[config.mk]
export PLATFORM = sky130hd
export DESIGN_NAME = memory_region_list_sanitizer_unit
export DESIGN_NICKNAME = d
export VERILOG_FILES = /design/src/rtl/msan_pkg.sv /design/src/rtl/msan_front.sv /design/src/rtl/msan_fifo.sv /design/src/rtl/msan_back.sv /design/src/rtl/memory_region_list_sanitizer_unit.sv
export SDC_FILE = /design/constraint.sdc
export NUM_CORES = 2
export LEC_CHECK = 0
export BUFFER_PORTS_ARGS = -buffer_cell sky130_fd_sc_hd__buf_4
export CORE_ASPECT_RATIO = 2
export CORE_MARGIN = 8
export CORE_UTILIZATION = 58
export DETAILED_ROUTE_END_ITERATION = 7
export HOLD_SLACK_MARGIN = 0.08
export PLACE_DENSITY_LB_ADDON = 0.05
export SYNTH_ARGS = -nofsm -noshare
export SYNTH_HDL_FRONTEND = slang
export SYNTH_SLANG_ARGS = --single-unit
[constraint.sdc]
create_clock -name clk -period 20.4 [get_ports clk]
set_input_delay 1.02 -clock clk [delete_from_list [all_inputs] [get_ports clk]]
set_output_delay 1.02 -clock clk [all_outputs]
set_load 0.02 [all_outputs]
[src/rtl/msan_pkg.sv]
// Package: shared types and constants of the memory region list sanitizer.
package msan_pkg;

    localparam int MAX_ENTRIES_DEF = 256;
    localparam int QUEUE_DEPTH_DEF = 4;
    localparam int CNT_W           = 9;
    localparam int IDX_W           = 8;
    localparam logic [31:0] FREE_TYPE = 32'd1;

    typedef struct packed {
        logic [31:0] base;
        logic [31:0] len;
        logic [31:0] rtype;
    } region_t;

    // One request from the front to the back: an optional closed region,
    // then on the last item the final region (if any).
    typedef struct packed {
        logic    has_a;
        region_t a;
        logic    last;
        logic    has_b;
        region_t b;
    } cmd_t;

    typedef enum logic {
        PH_FIRST = 1'b0,
        PH_FINAL = 1'b1
    } phase_t;

    typedef struct packed {
        logic             entry_valid;
        logic [31:0]      base;
        logic [31:0]      len;
        logic [31:0]      rtype;
        logic [IDX_W-1:0] index;
        logic             eot;
        logic [CNT_W-1:0] count;
        logic [31:0]      top;
        logic             ovf;
    } result_t;

endpackage

[src/rtl/msan_front.sv]
// Front: filters and clamps regions, merges into the pending region, issues requests.
module msan_front
(
    input  logic                clk,
    input  logic                rst_n,
    input  logic                in_valid,
    output logic                in_ready,
    input  logic [63:0]         region_base,
    input  logic [63:0]         region_length,
    input  logic [31:0]         region_type,
    input  logic                is_last,
    output logic                q_push,
    output msan_pkg::cmd_t      q_cmd,
    input  logic                q_full
);

    logic                pv_reg, pv_next;
    msan_pkg::region_t   pend_reg, pend_next;

    logic                accept;
    logic                keep;
    logic [31:0]         b32;
    logic [31:0]         len_c;
    logic [32:0]         sum33;
    logic [31:0]         len_k;
    logic [31:0]         pend_end;
    logic                merge;
    msan_pkg::cmd_t      cmd;

    assign in_ready = !q_full;
    assign accept   = in_valid && in_ready;

    always_comb
    begin
        b32      = region_base[31:0];
        keep     = (region_length != 64'd0) && (region_base[63:32] == 32'd0);
        len_c    = (|region_length[63:32]) ? 32'hffff_ffff : region_length[31:0];
        sum33    = {1'b0, b32} + {1'b0, len_c};
        len_k    = sum33[32] ? ~b32 : len_c;
        pend_end = pend_reg.base + pend_reg.len;
        merge    = pv_reg && (region_type == pend_reg.rtype) && (b32 == pend_end);

        pv_next   = pv_reg;
        pend_next = pend_reg;
        cmd       = '0;

        if (keep)
        begin
            if (merge)
            begin
                pend_next.len = pend_reg.len + len_k;
            end
            else
            begin
                cmd.has_a       = pv_reg;
                cmd.a           = pend_reg;
                pend_next.base  = b32;
                pend_next.len   = len_k;
                pend_next.rtype = region_type;
                pv_next         = 1'b1;
            end
        end

        if (is_last)
        begin
            cmd.last  = 1'b1;
            cmd.has_b = pv_next;
            cmd.b     = pend_next;
            pv_next   = 1'b0;
            pend_next = '0;
        end
    end

    assign q_push = accept && (cmd.has_a || cmd.last);
    assign q_cmd  = cmd;

    always_ff @(posedge clk or negedge rst_n)
    begin
        if (!rst_n)
        begin
            pv_reg   <= 1'b0;
            pend_reg <= '0;
        end
        else if (accept)
        begin
            pv_reg   <= pv_next;
            pend_reg <= pend_next;
        end
    end

endmodule

[src/rtl/msan_fifo.sv]
// Request queue between front and back.
module msan_fifo #(
    parameter int DEPTH = msan_pkg::QUEUE_DEPTH_DEF
)
(
    input  logic            clk,
    input  logic            rst_n,
    input  logic            push,
    input  msan_pkg::cmd_t  push_data,
    output logic            full,
    input  logic            pop,
    output msan_pkg::cmd_t  head,
    output logic            empty
);

    localparam int PTR_W = (DEPTH > 1) ? $clog2(DEPTH) : 1;
    localparam int CNT_W = $clog2(DEPTH + 1);

    msan_pkg::cmd_t     mem_reg [DEPTH];
    logic [PTR_W-1:0]   wr_ptr_reg, rd_ptr_reg;
    logic [CNT_W-1:0]   count_reg;
    logic               do_push, do_pop;

    assign full    = (count_reg == CNT_W'(DEPTH));
    assign empty   = (count_reg == '0);
    assign do_push = push && !full;
    assign do_pop  = pop && !empty;
    assign head    = mem_reg[rd_ptr_reg];

    function automatic logic [PTR_W-1:0] ptr_inc(input logic [PTR_W-1:0] p);
        ptr_inc = (p == PTR_W'(DEPTH - 1)) ? '0 : p + 1'b1;
    endfunction

    always_ff @(posedge clk)
    begin
        if (do_push)
        begin
            mem_reg[wr_ptr_reg] <= push_data;
        end
    end

    always_ff @(posedge clk or negedge rst_n)
    begin
        if (!rst_n)
        begin
            wr_ptr_reg <= '0;
            rd_ptr_reg <= '0;
            count_reg  <= '0;
        end
        else
        begin
            if (do_push)
            begin
                wr_ptr_reg <= ptr_inc(wr_ptr_reg);
            end
            if (do_pop)
            begin
                rd_ptr_reg <= ptr_inc(rd_ptr_reg);
            end
            if (do_push && !do_pop)
            begin
                count_reg <= count_reg + 1'b1;
            end
            else if (do_pop && !do_push)
            begin
                count_reg <= count_reg - 1'b1;
            end
        end
    end

endmodule

[src/rtl/msan_back.sv]
// Back: numbering, capacity check, largest-free tracking and result register.
module msan_back #(
    parameter int MAX_ENTRIES = msan_pkg::MAX_ENTRIES_DEF
)
(
    input  logic               clk,
    input  logic               rst_n,
    input  msan_pkg::cmd_t     head,
    input  logic               empty,
    output logic               pop,
    output logic               out_valid,
    input  logic               out_ready,
    output msan_pkg::result_t  result
);

    localparam logic [msan_pkg::CNT_W-1:0] MAX_CNT = msan_pkg::CNT_W'(MAX_ENTRIES);

    msan_pkg::phase_t               phase_reg, phase_next;
    logic [msan_pkg::CNT_W-1:0]     cnt_reg, cnt_next;
    logic                           drop_reg, drop_next;
    logic [31:0]                    lsize_reg, lsize_next;
    logic [31:0]                    lend_reg, lend_next;
    logic                           ov_reg, ov_next;
    msan_pkg::result_t              res_reg, res_next;

    logic                           advance;
    logic                           act_a;
    logic                           cap_full;
    logic                           emit;
    logic                           produce;
    msan_pkg::region_t              r;

    assign advance  = !empty && (!ov_reg || out_ready);
    assign act_a    = (phase_reg == msan_pkg::PH_FIRST) && head.has_a;
    assign cap_full = (cnt_reg >= MAX_CNT);
    assign r        = act_a ? head.a : head.b;
    assign emit     = (act_a || head.has_b) && !cap_full;
    assign produce  = act_a ? emit : 1'b1;

    // next state
    always_comb
    begin
        phase_next = phase_reg;
        cnt_next   = cnt_reg;
        drop_next  = drop_reg;
        lsize_next = lsize_reg;
        lend_next  = lend_reg;

        if (emit && (r.rtype == msan_pkg::FREE_TYPE) && (r.len > lsize_reg))
        begin
            lsize_next = r.len;
            lend_next  = r.base + r.len - 32'd1;
        end
        if (emit)
        begin
            cnt_next = cnt_reg + 1'b1;
        end
        else if (act_a || head.has_b)
        begin
            drop_next = 1'b1;
        end

        if (act_a)
        begin
            if (head.last)
            begin
                phase_next = msan_pkg::PH_FINAL;
            end
        end
        else
        begin
            phase_next = msan_pkg::PH_FIRST;
        end
    end

    // queue pop: a last request with a closed region stays for its final half
    always_comb
    begin
        pop = 1'b0;
        if (!act_a || !head.last)
        begin
            pop = advance;
        end
    end

    // result
    always_comb
    begin
        res_next = '0;
        if (emit)
        begin
            res_next.entry_valid = 1'b1;
            res_next.base        = r.base;
            res_next.len         = r.len;
            res_next.rtype       = r.rtype;
            res_next.index       = cnt_reg[msan_pkg::IDX_W-1:0];
        end
        if (!act_a)
        begin
            res_next.eot   = 1'b1;
            res_next.count = cnt_next;
            res_next.top   = lend_next;
            res_next.ovf   = drop_next;
        end
    end

    always_comb
    begin
        ov_next = ov_reg;
        if (advance && produce)
        begin
            ov_next = 1'b1;
        end
        else if (out_ready)
        begin
            ov_next = 1'b0;
        end
    end

    always_ff @(posedge clk or negedge rst_n)
    begin
        if (!rst_n)
        begin
            phase_reg <= msan_pkg::PH_FIRST;
            cnt_reg   <= '0;
            drop_reg  <= 1'b0;
            lsize_reg <= '0;
            lend_reg  <= '0;
            ov_reg    <= 1'b0;
        end
        else
        begin
            ov_reg <= ov_next;
            if (advance)
            begin
                phase_reg <= phase_next;
                if (act_a)
                begin
                    cnt_reg   <= cnt_next;
                    drop_reg  <= drop_next;
                    lsize_reg <= lsize_next;
                    lend_reg  <= lend_next;
                end
                else
                begin
                    cnt_reg   <= '0;
                    drop_reg  <= 1'b0;
                    lsize_reg <= '0;
                    lend_reg  <= '0;
                end
            end
        end
    end

    always_ff @(posedge clk)
    begin
        if (advance && produce)
        begin
            res_reg <= res_next;
        end
    end

    assign out_valid = ov_reg;
    assign result    = res_reg;

endmodule

[src/rtl/memory_region_list_sanitizer_unit.sv]
// Top level of the memory region list sanitizer.
//
// Input stream (s_axis): one memory-map region per request; tdata carries
// base, length and type, tlast marks the last region of the table.
// Output stream (m_axis): cleaned regions; tuser is entry_valid, tlast is
// end_of_table. A region is held pending until a following region shows
// it cannot merge, or until the last region of the table arrives.
// Throughput: one region per cycle while the request queue is not full. A last
// region that also closes an earlier pending region gives two results and
// holds the back end for both of them; the request queue absorbs this.
// The request that closes a region goes from the front into the queue, and
// the back end moves its result into the output register.
// Reset clears the pending region, counters and queue; the block accepts
// regions as soon as reset is released.
// When m_axis_tready is low the output register holds its result; the
// front keeps accepting until the queue fills, then drops s_axis_tready.
module memory_region_list_sanitizer_unit #(
    parameter int MAX_ENTRIES = msan_pkg::MAX_ENTRIES_DEF,
    parameter int QUEUE_DEPTH = msan_pkg::QUEUE_DEPTH_DEF
)
(
    input  logic            clk,
    input  logic            rst_n,
    input  logic            s_axis_tvalid,
    output logic            s_axis_tready,
    // [63:0] region_base, [127:64] region_length, [159:128] region_type
    input  logic [159:0]    s_axis_tdata,
    input  logic            s_axis_tlast,
    output logic            m_axis_tvalid,
    input  logic            m_axis_tready,
    // [31:0] out_base, [63:32] out_length, [95:64] out_type,
    // [103:96] entry_index, [112:104] kept_count, [144:113] largest_free_top,
    // [145] overflow, [151:146] zero
    output logic [151:0]    m_axis_tdata,
    // [0] entry_valid
    output logic            m_axis_tuser,
    output logic            m_axis_tlast
);

    logic               q_push, q_full, q_pop, q_empty;
    msan_pkg::cmd_t     q_cmd, q_head;
    msan_pkg::result_t  res;

    msan_front u_front (
        .clk           (clk),
        .rst_n         (rst_n),
        .in_valid      (s_axis_tvalid),
        .in_ready      (s_axis_tready),
        .region_base   (s_axis_tdata[63:0]),
        .region_length (s_axis_tdata[127:64]),
        .region_type   (s_axis_tdata[159:128]),
        .is_last       (s_axis_tlast),
        .q_push        (q_push),
        .q_cmd         (q_cmd),
        .q_full        (q_full)
    );

    msan_fifo #(
        .DEPTH (QUEUE_DEPTH)
    ) u_fifo (
        .clk       (clk),
        .rst_n     (rst_n),
        .push      (q_push),
        .push_data (q_cmd),
        .full      (q_full),
        .pop       (q_pop),
        .head      (q_head),
        .empty     (q_empty)
    );

    msan_back #(
        .MAX_ENTRIES (MAX_ENTRIES)
    ) u_back (
        .clk       (clk),
        .rst_n     (rst_n),
        .head      (q_head),
        .empty     (q_empty),
        .pop       (q_pop),
        .out_valid (m_axis_tvalid),
        .out_ready (m_axis_tready),
        .result    (res)
    );

    assign m_axis_tdata = {6'd0, res.ovf, res.top, res.count, res.index,
                           res.rtype, res.len, res.base};
    assign m_axis_tuser = res.entry_valid;
    assign m_axis_tlast = res.eot;

endmodule

==> results.toml <==
[worst_setup_path]
worstPathRequired_ns = 20.84
path_max_fanout = 63
r2r-start = "u_front.pend_reg[52]"
cp-startpoint = "s_axis_tdata[116]"
crit_path_start_kind = "primary input"
rrSetupSlack_ns = 11.48
crit_path_end_kind = "register"
critPathArrivalTime_ns = 9.64
reg2reg_to = "u_fifo.mem_reg[0][173]"
path_class = "primary input to register"
rr_worst_depth = 14

[finish]
multi_input_area_mm2 = 0.0196
layout.area.seq_mm2 = 0.0324
final_util = 0.656
largest_reg_flops = 780
drive_gt1_frac = 0.178
syn_to_final_growth_pct = 12.3
n_fill_cell = 6784
fin_nets = 4615

[die]
core-area_mm2 = 0.0913
die-area_mm2 = 0.103
die_y_um = 445
num_rows = 157
initial_core_util = 0.584
io_pins = 321
chipWidth_um = 230

[sta]
rsz0062_at_grt = "no"
drv_slew = 0
fin_crit_ns = 9.20
fin_tns_setup_ns = 0
finClkSkew_ns = 0.0710
max_freq_ghz = 0.109
fin_crit_sh = 0.451
hold_viol = 0
worstMarginPinSlew_ns = 1.40
setup-violations-final = 0
relSlewSlack = 0.0527

[drt]
ant_nets = 0
routedWlPerCell_um = 30.8
vias = 35500
vias_per_cell = 6.43
dr.pass1.iters = 5
initialDrtViolationCount = 3192
wirelength_mm = 170
drc = 0

[clock_network]
numCtsBuffers = 91
clockBufferDepth = 3
postCtsResizedCells = 0
clock-sinks = 1108
cts_tree = "yes"
clk_pin_slew_ns = 0.07
cts-root-buf = "clkbuf_16"
cts_max_level = 3
post-cts-setup-buffers = 0
cts_hold_buffers = 0
clkLatencyLatePin_ns = 0.73

[power]
p_leak_nw = 22.5
p_per_area_mw_per_mm2 = 152
peakVddDrop_mv = 0.168
power.total_mw = 9.11

[synthesis]
synth_warnings = 0
syn_avg_cell_area_um2 = 13.4
synth_ff_type = "edfxtp_1"
ys_types = 79
seq_area_frac_synth = 0.607
syn_inst = 3983
async_reset_ff_frac = 0.162
synth_area_mm2 = 0.0534
synth_edf_count = 928
ys_ff_latch = 1108

[hold_path]
worstHoldPathType = "primary input to async pin"

[flow_run]
drv_cap = 0

[grt]
grt_max_degree = 161
grt_pass1_wl_mm = 246
grt_pass1_vias = 36800
antenna_found_initial = 2
track_usage = 0.330
grt_overflow_total = 0

[placement]
port_buffers = 314
gp_congestion = 1.04
post-dp-hpwl_mm = 123

[status]
status = "finished clean"
## synthesized netlist by cell type (6+ instances only)
cell       number  area, µm²
nor2_1        258        968
o21ai_2        12        105
nor4_1         46        288
nor3_1         32        160
or2_2          13       81.3
inv_1         161        604
mux2_2         10        113
edfxtp_1      928      27900
a211oi_1       47        353
buf_4          13       97.6
o2111ai_1       6       52.6
o21bai_1       10       75.1
a2111oi_0       7       61.3
nand2_1       365       1370
and3_1         26        163
mux4_2        192       4320
ha_1          200       2500
and4_1          9       78.8
nand3_1        62        310
buf_6           7       78.8
mux2i_1       105       1050
buf_1          22       82.6
a31oi_1         7       43.8
xor2_1         44        385
nand4_1        64        400
clkbuf_1      124        465
a21oi_1       264       1320
dfrtp_1       180       4500
o22ai_1         9       56.3
or4_1           9       67.6
and2_1        154        963
o211ai_1       17        128
xnor2_1        95        832
a21o_1         51        383
buf_2          41        205
a22o_1         75        657
nand2b_1       14       87.6
or3_1          35        219
o21ai_0       139        696
nor2b_1        17        106
o21a_1         25        188
## cells by family (layout without fill, tap and decap cells)
group,after synthesis,after routing,share of synthesized area
and+or+nand+nor,1124,1124,0.102
buffers and inverters,368,705,0.0287
adders and majority gates,204,204,0.0484
AOI/OAI and AO/OA,729,729,0.0870
other,1,11,0.0000703
xor gates and xnor gates,139,139,0.0228
muxes,310,310,0.104
DFF,1108,1108,0.607
## critical path, cell delays in order
cell and delay, ns:
buf_4 0.12, nor4_1 0.29, nand4_1 0.88, or3_1 0.72
ha_1 0.33, and4_1 0.23, nand3_1 0.13, a21oi_1 0.07
o31a_1 0.30, a2111oi_0 0.73, buf_4 0.25, o21ai_4 0.05
buf_4 0.32, nor3_1 0.20, a21oi_1 0.08, ha_1 0.25
fa_1 0.44, a21o_1 0.21, a211oi_1 0.34, nor4_1 0.15
o21bai_1 0.42, nand2_1 0.29, a211oi_1 0.43, a21oi_1 0.21
a2111o_1 0.45, o311ai_0 0.10, mux2i_1 0.15, a211oi_1 0.46
## layout by cell type, fill, tap and decap left out, drive strengths merged, types with 47 or more instances in the layout
master | synthesis | final
a211oi | 47 | 47
a21o | 51 | 51
a21oi | 265 | 265
a22o | 75 | 75
and2 | 155 | 155
buf | 83 | 371
clkbuf | 124 | 119
dfrtp | 180 | 180
edfxtp | 928 | 928
ha | 200 | 200
inv | 161 | 163
mux2i | 105 | 105
mux4 | 195 | 195
nand2 | 365 | 365
nand3 | 62 | 62
nand4 | 64 | 64
nor2 | 258 | 258
o21ai | 156 | 156
xnor2 | 95 | 95
## metrics by stage
step / hold slack [ns] / instance area (µm²) / setup WS, ns / instances
3_5_place_dp: 0.455 / 56900 / 10.59 / 5345
2_1_floorplan: 0.439 / 53400 / 11.80 / 3988
6_report: 0.422 / 59900 / 11.20 / 5522
5_1_grt: 0.466 / 59900 / 10.68 / 5519
3_3_place_gp: 0.449 / 56900 / 10.48 / 5345
4_1_cts: 0.447 / 59900 / 11.30 / 5517
## worst max path at each step
stage                                 end  slack (ns)  cells past startpoint
floorplan            u_fifo.mem_reg[0][0]       11.80                     14
global placement    u_fifo.mem_reg[0][62]       10.48                     28
detailed placement  u_fifo.mem_reg[0][62]       10.59                     28
CTS                 u_fifo.mem_reg[3][62]       11.30                     28
global route        u_fifo.mem_reg[2][62]       10.68                     28
finish              u_fifo.mem_reg[3][62]       11.20                     28
## routing by layer
layer / wire (µm) / vias up / GRT usage
li1: - / 15600 / -
met2: 87500 / 1578 / 0.576
met4: 16900 / 0 / 0.273
met3: 10200 / 444 / 0.0540
met5: 0 / - / 0
met1: 55400 / 17900 / 0.346
## final cells by class
class / instances / share of cell area
multi-input combinational: 2512 / 0.326
clock inverter: 54 / 0.00929
timing repair buffer: 372 / 0.0473
sequential: 1108 / 0.540
antenna: 5 / 0.000209
inverter: 161 / 0.0102
clock buffer: 118 / 0.0412
tap: 1192 / 0.0249
## where the power goes
part	switching, mW	internal, mW
Combinational	2.72	1.65
Sequential	0.127	2.85
Clock	0.828	0.937
No activity file was read; power rests on OpenSTA's default activity.
